**config.mk**
```make
export PLATFORM = sky130hd
export DESIGN_NAME = uart_register_datagram_master_unit
export DESIGN_NICKNAME = d
export VERILOG_FILES = /design/src/rtl/udm_pkg.sv /design/src/rtl/udm_engine.sv /design/src/rtl/uart_register_datagram_master_unit.sv
export SDC_FILE = /design/constraint.sdc
export NUM_CORES = 1
export LEC_CHECK = 0
export ABC_AREA = 1
export BUFFER_PORTS_ARGS = -buffer_cell sky130_fd_sc_hd__buf_2
export CORE_UTILIZATION = 30
export DETAILED_ROUTE_END_ITERATION = 7
export SKIP_CTS_REPAIR_TIMING = 1
export SLEW_MARGIN = 20
export SYNTH_ARGS = -nofsm -noshare
export SYNTH_HDL_FRONTEND = slang
export SYNTH_SLANG_ARGS = --single-unit
export TNS_END_PERCENT = 5
```
**constraint.sdc**
```tcl
create_clock -name clk -period 6.6 [get_ports clk]
set_clock_uncertainty 0.05 [all_clocks]
set_input_delay 0.66 -clock clk [delete_from_list [all_inputs] [get_ports clk]]
set_output_delay 0.66 -clock clk [all_outputs]
set_load 0.1 [all_outputs]
```
**src/rtl/udm_pkg.sv**
```systemverilog
// Shared types, codes and the CRC-8 byte step of the register datagram master.
package udm_pkg;

  // Input item kinds, carried on in_tuser.
  localparam logic [1:0] CMD_READ  = 2'd0;
  localparam logic [1:0] CMD_WRITE = 2'd1;
  localparam logic [1:0] CMD_RX    = 2'd2;
  localparam logic [1:0] CMD_TICK  = 2'd3;

  // Result kinds, carried on out_tuser.
  localparam logic KIND_TX   = 1'b0;
  localparam logic KIND_DONE = 1'b1;

  // Completion status codes.
  localparam logic [1:0] ST_OK       = 2'd0;
  localparam logic [1:0] ST_NO_REPLY = 2'd1;
  localparam logic [1:0] ST_FORMAT   = 2'd2;
  localparam logic [1:0] ST_BAD_CRC  = 2'd3;

  // Configuration register indexes.
  localparam logic [1:0] CFG_SYNC    = 2'd0;
  localparam logic [1:0] CFG_SLAVE   = 2'd1;
  localparam logic [1:0] CFG_MASTER  = 2'd2;
  localparam logic [1:0] CFG_TIMEOUT = 2'd3;

  localparam logic [7:0]  SYNC_RESET    = 8'h05;
  localparam logic [7:0]  SLAVE_RESET   = 8'h00;
  localparam logic [7:0]  MASTER_RESET  = 8'hFF;
  localparam logic [15:0] TIMEOUT_RESET = 16'd1000;

  localparam logic [7:0]  CRC_POLY   = 8'h07;
  localparam logic [7:0]  WRITE_FLAG = 8'h80;
  localparam logic [31:0] ERR_DATA   = 32'hFFFF_FFFF;

  typedef struct packed {
    logic [7:0]  sync_code;
    logic [7:0]  slave_address;
    logic [7:0]  master_addr;
    logic [15:0] timeout_ticks;
  } cfg_t;

  typedef struct packed {
    logic [1:0]  cmd;
    logic [6:0]  reg_address;
    logic [31:0] write_value;
    logic [7:0]  rx_byte;
  } item_t;

  // Everything one input item produces: up to eight transmit bytes or one completion.
  typedef struct packed {
    logic            valid;
    logic            kind;
    logic [2:0]      last_idx;
    logic [1:0]      status;
    logic [31:0]     read_data;
    logic [7:0][7:0] bytes;
  } result_t;

  // One byte through the CRC-8 (poly 0x07), data bits taken LSB first.
  function automatic logic [7:0] crc8_byte(input logic [7:0] crc_in, input logic [7:0] data);
    logic [7:0] c;
    logic       fb;
    c = crc_in;
    for (int b = 0; b < 8; b++) begin
      fb = c[7] ^ data[b];
      c  = {c[6:0], 1'b0} ^ (fb ? CRC_POLY : 8'h00);
    end
    return c;
  endfunction

endpackage

```
**src/rtl/udm_engine.sv**
```systemverilog
// Datagram engine: frame building, reply receiver state and the result of one item.
module udm_engine (
  input  logic             clk,
  input  logic             rst_n,
  input  udm_pkg::cfg_t    cfg,
  input  udm_pkg::item_t   item,
  input  logic             take,
  output udm_pkg::result_t res
);

  logic        armed_r,   armed_nxt;
  logic [6:0]  exp_reg_r, exp_reg_nxt;
  logic [2:0]  cnt_r,     cnt_nxt;
  logic [15:0] elapsed_r, elapsed_nxt;
  logic [7:0]  crc_r,     crc_nxt;
  logic [7:0]  reply_r [7];
  logic        store;

  always_comb begin
    logic [7:0]  c;
    logic [15:0] el_inc;
    logic [7:0]  b2;
    armed_nxt   = armed_r;
    exp_reg_nxt = exp_reg_r;
    cnt_nxt     = cnt_r;
    elapsed_nxt = elapsed_r;
    crc_nxt     = crc_r;
    store       = 1'b0;
    res         = '0;
    c           = 8'h00;
    el_inc      = (elapsed_r == 16'hFFFF) ? elapsed_r : elapsed_r + 16'd1;
    case (item.cmd)
      udm_pkg::CMD_READ: begin
        b2 = {1'b0, item.reg_address};
        c  = udm_pkg::crc8_byte(8'h00, cfg.sync_code);
        c  = udm_pkg::crc8_byte(c, cfg.slave_address);
        c  = udm_pkg::crc8_byte(c, b2);
        res.valid    = 1'b1;
        res.kind     = udm_pkg::KIND_TX;
        res.last_idx = 3'd3;
        res.bytes[0] = cfg.sync_code;
        res.bytes[1] = cfg.slave_address;
        res.bytes[2] = b2;
        res.bytes[3] = c;
        armed_nxt    = 1'b1;
        exp_reg_nxt  = item.reg_address;
        cnt_nxt      = 3'd0;
        elapsed_nxt  = 16'd0;
      end
      udm_pkg::CMD_WRITE: begin
        b2 = {1'b0, item.reg_address} | udm_pkg::WRITE_FLAG;
        c  = udm_pkg::crc8_byte(8'h00, cfg.sync_code);
        c  = udm_pkg::crc8_byte(c, cfg.slave_address);
        c  = udm_pkg::crc8_byte(c, b2);
        c  = udm_pkg::crc8_byte(c, item.write_value[31:24]);
        c  = udm_pkg::crc8_byte(c, item.write_value[23:16]);
        c  = udm_pkg::crc8_byte(c, item.write_value[15:8]);
        c  = udm_pkg::crc8_byte(c, item.write_value[7:0]);
        res.valid    = 1'b1;
        res.kind     = udm_pkg::KIND_TX;
        res.last_idx = 3'd7;
        res.bytes[0] = cfg.sync_code;
        res.bytes[1] = cfg.slave_address;
        res.bytes[2] = b2;
        res.bytes[3] = item.write_value[31:24];
        res.bytes[4] = item.write_value[23:16];
        res.bytes[5] = item.write_value[15:8];
        res.bytes[6] = item.write_value[7:0];
        res.bytes[7] = c;
      end
      udm_pkg::CMD_RX: begin
        b2 = 8'h00;
        if (armed_r && !(cnt_r == 3'd0 && item.rx_byte != cfg.sync_code)) begin
          if (cnt_r == 3'd7) begin
            // Eighth byte closes the reply; it is the CRC over the seven before it.
            armed_nxt     = 1'b0;
            cnt_nxt       = 3'd0;
            res.valid     = 1'b1;
            res.kind      = udm_pkg::KIND_DONE;
            res.read_data = udm_pkg::ERR_DATA;
            if (reply_r[0] != cfg.sync_code || reply_r[1] != cfg.master_addr ||
                reply_r[2] != {1'b0, exp_reg_r}) begin
              res.status = udm_pkg::ST_FORMAT;
            end else if (crc_r != item.rx_byte) begin
              res.status = udm_pkg::ST_BAD_CRC;
            end else begin
              res.status    = udm_pkg::ST_OK;
              res.read_data = {reply_r[3], reply_r[4], reply_r[5], reply_r[6]};
            end
          end else begin
            store   = 1'b1;
            cnt_nxt = cnt_r + 3'd1;
            crc_nxt = udm_pkg::crc8_byte((cnt_r == 3'd0) ? 8'h00 : crc_r, item.rx_byte);
          end
        end
      end
      default: begin
        b2 = 8'h00;
        if (armed_r) begin
          elapsed_nxt = el_inc;
          if (el_inc >= cfg.timeout_ticks) begin
            armed_nxt     = 1'b0;
            cnt_nxt       = 3'd0;
            res.valid     = 1'b1;
            res.kind      = udm_pkg::KIND_DONE;
            res.status    = udm_pkg::ST_NO_REPLY;
            res.read_data = udm_pkg::ERR_DATA;
          end
        end
      end
    endcase
  end

  always_ff @(posedge clk) begin
    if (!rst_n) begin
      armed_r   <= 1'b0;
      exp_reg_r <= '0;
      cnt_r     <= '0;
      elapsed_r <= '0;
    end else if (take) begin
      armed_r   <= armed_nxt;
      exp_reg_r <= exp_reg_nxt;
      cnt_r     <= cnt_nxt;
      elapsed_r <= elapsed_nxt;
    end
  end

  always_ff @(posedge clk) begin
    if (take) begin
      crc_r <= crc_nxt;
      if (store) begin
        reply_r[cnt_r] <= item.rx_byte;
      end
    end
  end

endmodule

```
**src/rtl/uart_register_datagram_master_unit.sv**
```systemverilog
// Top level of the UART register datagram master: ports, registers, input stage and output buffer.
//
//  Channel  Direction  Handshake           Payload
//  in_      slave      tvalid / tready     tuser: cmd; tdata: reg_address, write_value, rx_byte
//  out_     master     tvalid / tready     tuser: kind; tlast: last; tdata: tx_byte, status,
//                                          read_data
//  cfg_     write      cfg_we              cfg_index selects the register, cfg_wdata the value
//
// Every request passes through an input register, is evaluated combinationally by the datagram
// engine, and its results are parked in an eight-byte output buffer that drains one beat per
// cycle while out_tready is high. A received byte or tick gives at most one beat; a read request
// occupies the output for four beats and a write request for eight, which bounds the sustained rate.
// A request with no result (an ignored byte or tick) never touches the buffer.
// Reset is synchronous and active low; it restores the register defaults and disarms the receiver.
// A stall on the output holds the buffer and, once the input register is full, the input.
module uart_register_datagram_master_unit (
  input  logic        clk,
  input  logic        rst_n,
  // Input request channel
  input  logic        in_tvalid,
  output logic        in_tready,
  input  logic [1:0]  in_tuser,   // [1:0] cmd
  input  logic [47:0] in_tdata,   // [6:0] reg_address, [38:7] write_value, [46:39] rx_byte
  // Result channel
  output logic        out_tvalid,
  input  logic        out_tready,
  output logic        out_tlast,
  output logic [0:0]  out_tuser,  // [0] kind
  output logic [47:0] out_tdata,  // [7:0] tx_byte, [9:8] status, [41:10] read_data
  // Configuration write port
  input  logic        cfg_we,
  input  logic [1:0]  cfg_index,
  input  logic [15:0] cfg_wdata
);

  udm_pkg::cfg_t    cfg_r;
  udm_pkg::item_t   stage_r;
  logic             stage_v_r;
  udm_pkg::result_t buf_r;
  logic             buf_v_r;
  logic [2:0]       idx_r;
  udm_pkg::result_t res;
  logic             out_fire;
  logic             buf_free;
  logic             take;
  logic             beat_last;

  // Configuration registers.
  always_ff @(posedge clk) begin
    if (!rst_n) begin
      cfg_r.sync_code     <= udm_pkg::SYNC_RESET;
      cfg_r.slave_address <= udm_pkg::SLAVE_RESET;
      cfg_r.master_addr   <= udm_pkg::MASTER_RESET;
      cfg_r.timeout_ticks <= udm_pkg::TIMEOUT_RESET;
    end else if (cfg_we) begin
      case (cfg_index)
        udm_pkg::CFG_SYNC:    cfg_r.sync_code     <= cfg_wdata[7:0];
        udm_pkg::CFG_SLAVE:   cfg_r.slave_address <= cfg_wdata[7:0];
        udm_pkg::CFG_MASTER:  cfg_r.master_addr   <= cfg_wdata[7:0];
        udm_pkg::CFG_TIMEOUT: cfg_r.timeout_ticks <= cfg_wdata;
        default: ;
      endcase
    end
  end

  // The buffer frees up when empty or when its final beat leaves this cycle, so a new
  // request can be evaluated right behind the previous one.
  assign beat_last = (idx_r == buf_r.last_idx);
  assign out_fire  = out_tvalid && out_tready;
  assign buf_free  = !buf_v_r || (out_fire && beat_last);
  assign take      = stage_v_r && buf_free;
  assign in_tready = !stage_v_r || take;

  // Input register.
  always_ff @(posedge clk) begin
    if (!rst_n) begin
      stage_v_r <= 1'b0;
    end else if (in_tready) begin
      stage_v_r <= in_tvalid;
    end
  end

  always_ff @(posedge clk) begin
    if (in_tready && in_tvalid) begin
      stage_r.cmd         <= in_tuser;
      stage_r.reg_address <= in_tdata[6:0];
      stage_r.write_value <= in_tdata[38:7];
      stage_r.rx_byte     <= in_tdata[46:39];
    end
  end

  udm_engine u_engine (
    .clk   (clk),
    .rst_n (rst_n),
    .cfg   (cfg_r),
    .item  (stage_r),
    .take  (take),
    .res   (res)
  );

  // Output buffer: holds one request's results and walks through them beat by beat.
  always_ff @(posedge clk) begin
    if (!rst_n) begin
      buf_v_r <= 1'b0;
      idx_r   <= '0;
    end else if (take && res.valid) begin
      buf_v_r <= 1'b1;
      idx_r   <= '0;
    end else if (out_fire && beat_last) begin
      buf_v_r <= 1'b0;
      idx_r   <= '0;
    end else if (out_fire) begin
      idx_r   <= idx_r + 3'd1;
    end
  end

  always_ff @(posedge clk) begin
    if (take && res.valid) begin
      buf_r <= res;
    end
  end

  assign out_tvalid   = buf_v_r;
  assign out_tlast    = beat_last;
  assign out_tuser[0] = buf_r.kind;
  assign out_tdata    = {6'b0, buf_r.read_data, buf_r.status, buf_r.bytes[idx_r]};

  // A completion is always a single beat.
  a_done_is_last : assert property (@(posedge clk) disable iff (!rst_n)
    out_tvalid && out_tuser[0] == udm_pkg::KIND_DONE |-> out_tlast)
    else $error("completion without tlast");

  // The beat index never runs past the last byte of the buffered frame.
  a_idx_in_range : assert property (@(posedge clk) disable iff (!rst_n)
    buf_v_r |-> idx_r <= buf_r.last_idx)
    else $error("output beat index beyond frame end");

  // Transmit beats carry neither status nor read data.
  a_tx_clean : assert property (@(posedge clk) disable iff (!rst_n)
    out_tvalid && out_tuser[0] == udm_pkg::KIND_TX |-> out_tdata[41:8] == 34'd0)
    else $error("transmit beat with status or data");

  // A request is only taken from the input register when its results have room.
  a_no_overwrite : assert property (@(posedge clk) disable iff (!rst_n)
    buf_v_r && !out_fire |=> buf_v_r && $stable(buf_r))
    else $error("output buffer changed while a beat was pending");

endmodule

```
# Yosys cells after proc, flatten, opt, wreduce, memory -nomap -nowiden
# Memory sizes are Yosys's and may differ from the RTL's.
# Index checks and enable logic that the tools add are counted.
# word_totals
ff_bits	231
mem_bits_rw	56
in_bits	73
out_inout_bits	52
wordCells	317
mem_count	1
# memory_table
name	words	word_bits	rd	rd_ports_with_merged_regs	wr	line_no	text
u_engine.reply_r	7	8	7	0	1	udm_engine.sv:16	logic [7:0] reply_r [7];
# op_classes
addsub	3
n_lt_le_gt_ge	2
eq_ne	15
mux	105
n_bitwise	130
reduce_logical	33
# op_table
cell	count
8-bit XOR	63
3-bit 2-to-1 mux	69
34-bit 2-to-1 mux	3
34-bit one-hot mux with 2 select lines	1
32-bit 2-to-1 mux	2
32-bit one-hot mux with 2 select lines	1
1-bit XOR	61
33-bit 2-to-1 mux	1
16-bit 2-to-1 mux	2
8-bit != test	4
16-bit one-hot mux with 2 select lines	1
8-bit binary-select mux with 3-bit select	1
16-bit by 1-bit adder with 16-bit output (second input constant)	1
16-bit equality test (second input constant)	1
16-bit >= comparator	1
8-bit 2-to-1 mux	2
1-bit 2-to-1 mux	12
2-bit 2-to-1 mux	6
2-bit AND reduction	5
3-bit one-hot mux with 3 select lines	1
8-bit by 7-bit != test with 1-bit output	1
4-bit AND reduction	2
8-bit by 3-bit XOR with 8-bit output	1
1-bit logical AND	7
other kinds (22)	39

# Logic depth before layout (Yosys ltp)
# logic_depth
depth_word	164
ltp_mapped	39
depth_no_buf	39

# Modules after synthesis
# From an unflattened synthesis, not the netlist that was laid out.
# hier_totals
cells_unflattened	1784
area_unflattened_um2	15135.8
# by_module_without_submodules
mod	instances	cells_per_inst	area_each_um2	seq_area_each_um2
udm_engine	1	1246	8010.2	2462.4
uart_register_datagram_master_unit	1	538	7125.6	5435.2

# Worst setup path after synthesis
# Ideal clock, no wire load.
# synth_path
kind	register to register
startpoint	register u_engine.elapsed_r[0]
endpoint	register buf_r[0] in the netlist's numbering, enable pin
setup_time_ns	0.454
t_arrival_ns	5.038
required_ns	6.096
setup_slack_ns	1.059
path_stages_with_launch	27
n_path_buf	0
period_less_slack_ns	5.541
path_cell_list	dfxtp_1 ha_1 nand2_1 nor2_1 nand3_1 nor2_1 nand2_1 nor3_1 nor3_1 a21oi_1 ha_1 nand2_1 o21ai_0 nand2_1 a21boi_0 o21ai_0 nand2_1 a21oi_1 o211ai_1 nand4_1 o211ai_1 nand2_1 inv_1 nand2_1 o211ai_1 nand2_1 inv_1
# synth_between
elab_chain_len	7
elab_cells_between_ends	8
classes_between	add/sub: 1; order compare: 1; eq/ne: 1; mux: 4; reduce/logical: 1
# synth_rtl
item	line_no	text
start: declaration	udm_engine.sv:14	logic [15:0] elapsed_r, elapsed_nxt;
start signal: assignment	udm_engine.sv:124	elapsed_r <= elapsed_nxt;
16-bit by 1-bit adder with 16-bit output or 16-bit equality test (tied branches)	udm_engine.sv:31	el_inc = (elapsed_r == 16'hFFFF) ? elapsed_r : elapsed_r + 16'd1;
16-bit 2-to-1 mux *	udm_engine.sv:31	
16-bit >= comparator *	udm_engine.sv:101	if (el_inc >= cfg.timeout_ticks) begin
2-bit 2-to-1 mux *	udm_engine.sv:101	
2-bit 2-to-1 mux *	udm_engine.sv:99	if (armed_r) begin
2-bit one-hot mux with 2 select lines *	udm_engine.sv:32	case (item.cmd)
1-bit logical AND *	uart_register_datagram_master_unit.sv:118	if (take && res.valid) begin
end signal: assignment	uart_register_datagram_master_unit.sv:119	buf_r <= res;
end: declaration	uart_register_datagram_master_unit.sv:39	udm_pkg::result_t buf_r;
# Mark *: on every way between the ends. The rest lies on a longest branch, timed or not.
# A chain may end at the register's enable or synchronous reset.

# Worst setup path after layout
# layout_path
startpoint	register u_engine.elapsed_r[0]
endpoint	register buf_r[43] in the netlist's numbering, enable pin
# Same word-level chain as after synthesis.

==> metrics <==
Avg Cell Area, Syn=8.550 µm²; post-placement setup slack=1.174 ns; Sink Count=285; sequential-to-total area share from yosys stat=52.20%; critical path type=reg2reg; cells after synthesis=1,756; power density of the placed cells=340.1 nW/µm²; slew margin rel.=28.10%; Syn. warnings=0; finished layout cell area=17,170 µm²; Root Buffer=clkbuf_16; Comb power frac=34.0%; Net Sw Frac=36.37%; Worst-Skew Late Latency=0.60 ns; max-cap viol count=0; Yosys top cell area share=42.60%; detailed placement HPWL=28,210 µm; async set-reset flop share out of synthesis=0%; cell taking the most area after synthesis=edfxtp_1; Synth Area in XOR/XNOR=4.108%; Reg power frac=35.4%; antenna cells=0; CP max FO=42; P&R area growth vs syn=14.37%; Synth Flop Type=edfxtp_1; Final Critical Period=5.428 ns; total iterations of the first detailed-routing run=5; Critical Path Max Stage Delay=0.41 ns; net switching power=2124 µW; # rows=81; cts bufs inserted=30; Area after DPL=16,080 µm²; Leak=0.007474 µW; min-delay worst type=in2reg; FF+latch count, synth=285; Layout Nets=1,933; type of origin of the critical path=register; Cell Area, Synth=15,010 µm²; worst slew pin tran=1.051 ns; DR WL/cell=15.08 µm; final hold slack=0.1838 ns; critical path endpoint category=register; Worst EP required=6.84 ns; Setup Viol. Count Final=0; GR Overflow Total=0; mux cell area share after synthesis=0%; first-pass GRT wire length=59,650 µm; Peak VDD IR=0.2133 mV; final period utilization=82.24%; Crit path top cell by count=nand2_1; RSZ-0062 raised after global routing=false; reg2reg setup slack=1.17 ns; routability-driven placement congestion ratio=0.8631; port bufs=117; Die W=225.7 µm; Hold Fails Final Rpt=0; final wirelength=38,040 µm; min setup slack post-route=1.172 ns; die area=50,950 µm²; Synth top cells by count=nand2_1, edfxtp_1, inv_1, nor2_1, nand3_1; CTS tree=done; Slew Limit Fails=0; Via-to-Cell Ratio=4.635; core area=49,150 µm²; Int Pwr=3717 µW; Max Fclk=0.1842 GHz; initial antenna violation count=3; DR iter-0 viols=809; Arr. time, crit path=5.67 ns; vias in the first global route=11,290; clock share of power=30.6%; IO Pins=125; Synth area leaders=edfxtp_1, nand2_1, dfxtp_1; simple-gate portion of the synthesized area=25.03%; Final TNS setup=0 ns; compound-cell area share of the yosys netlist=8.500%; largest family of logic cells by synthesized area=simple AND/OR/NAND/NOR gates; EDFF count, synth=213; overall routing resource usage=14.89%; CTS Buffer Depth=3; most frequent cell after synthesis=nand2_1; Vias=11,690; Worst-path clk slew=0.07 ns; # DRC=0; Chip Height=225.7 µm; ANT nets after route=0; status=completed; Synth cell types=41; H-tree depth=1; initial core utilization=30.55%; adder-cell area share of the yosys netlist=2.083%; layout cell share with drive strength beyond 1=15.65%; largest net degree at the start of global routing=50; Slowest cell on crit path=clkinv_2
==> cell usage in the layout, fill, tap and decap left out, drive strengths merged, types with 11 or more instances in the layout <==
cell type  netlist  routed
nand2          518     518
dfxtp           72      72
edfxtp         213     213
nor3            20      20
o22ai           11      11
inv            193     191
o21ai          113     113
buf             44     127
clkbuf          41      40
a21oi           70      70
ha              25      25
xnor2           24      24
clkinv           2      11
nor2           161     161
nand3          146     146
xor2            40      40
==> routing by layer <==
metal	GRT usage, %	up-vias	share of wire (%)
li1	-	5909	-
met1	19.33	5458	45
met2	25.08	251	47
met3	2.329	69	4.8
met4	5.047	6	2.7
met5	0	-	0.089
==> worst max-delay path: cells and delay by family (launching register included) <==
family | cells | cell delay, ns
AND/OR/NAND/NOR | 13 | 1.79
adder cells (fa/ha/maj) | 2 | 0.45
buffers and inverters | 4 | 1.12
AO/OA/AOI/OAI | 9 | 1.29
flip-flops | 1 | 0.38
==> power groups by stage <==
stage | logic [µW] | registers, µW | clock network, µW
2_1_floorplan | 1590 | 2080 | 0
3_3_place_gp | 1920 | 2100 | 0
3_5_place_dp | 1980 | 2100 | 0
4_1_cts | 1990 | 2060 | 1830
5_1_grt | 2270 | 2070 | 1900
6_report | 1990 | 2070 | 1790
==> flip-flops by register name, indices dropped and copies added (netlist names) <==
signal	cells
stage_r	49
u_engine.exp_reg_r	7
out_tvalid	1
cfg_r	40
u_engine.armed_r	1
out_tdata	34
u_engine.cnt_r	3
buf_r	65
u_engine.reply_r	56
u_engine.crc_r	8
stage_v_r	1
out_tuser	1
idx_r	3
u_engine.elapsed_r	16
==> final timing paths <==
kind | start | to | depth (start not counted)
setup / recovery | u_engine.elapsed_r[0]$_SDFFE_PN0P_ | buf_r[43]$_SDFFCE_PN0P_ | 28
hold / removal | in_tuser[0] | stage_r[47]$_DFFE_PP_ | 1
setup reg to reg | u_engine.elapsed_r[0]$_SDFFE_PN0P_ | buf_r[43]$_SDFFCE_PN0P_ | 28
hold reg to reg | cfg_r[1]$_SDFFE_PN0P_ | cfg_r[1]$_SDFFE_PN0P_ | 2
==> layout make-up <==
type | count | area, µm²
fillers | 4975 | 31980
flip-flops and latches | 285 | 7838
repair buffers | 127 | 685.7
inverters | 195 | 734.5
clock inverters | 16 | 244.0
multi-input cells | 1196 | 6022
well taps | 664 | 830.8
clock buffers | 40 | 818.3
==> metrics by stage <==
| step | utilization, % | power, µW | std cells |
|---|---|---|---|
| 5_1_grt | 34.94 | 6244 | 2523 |
| 3_3_place_gp | 32.70 | 4024 | 2467 |
| 6_report | 34.94 | 5841 | 2523 |
| 2_1_floorplan | - | 3666 | 1761 |
| 3_5_place_dp | 32.71 | 4083 | 2467 |
| 4_1_cts | 34.87 | 5884 | 2523 |
==> cells by family (layout without fill, tap and decap cells) <==
kind of cell | count (synthesis) | in the layout
DFF | 285 | 285
xor gates and xnor gates | 64 | 64
adders and majority gates | 25 | 25
buffers and inverters | 280 | 378
AOI/OAI and AO/OA | 234 | 234
and+or+nand+nor | 867 | 867
other | 1 | 6
Power figures use the tool's default switching activity.
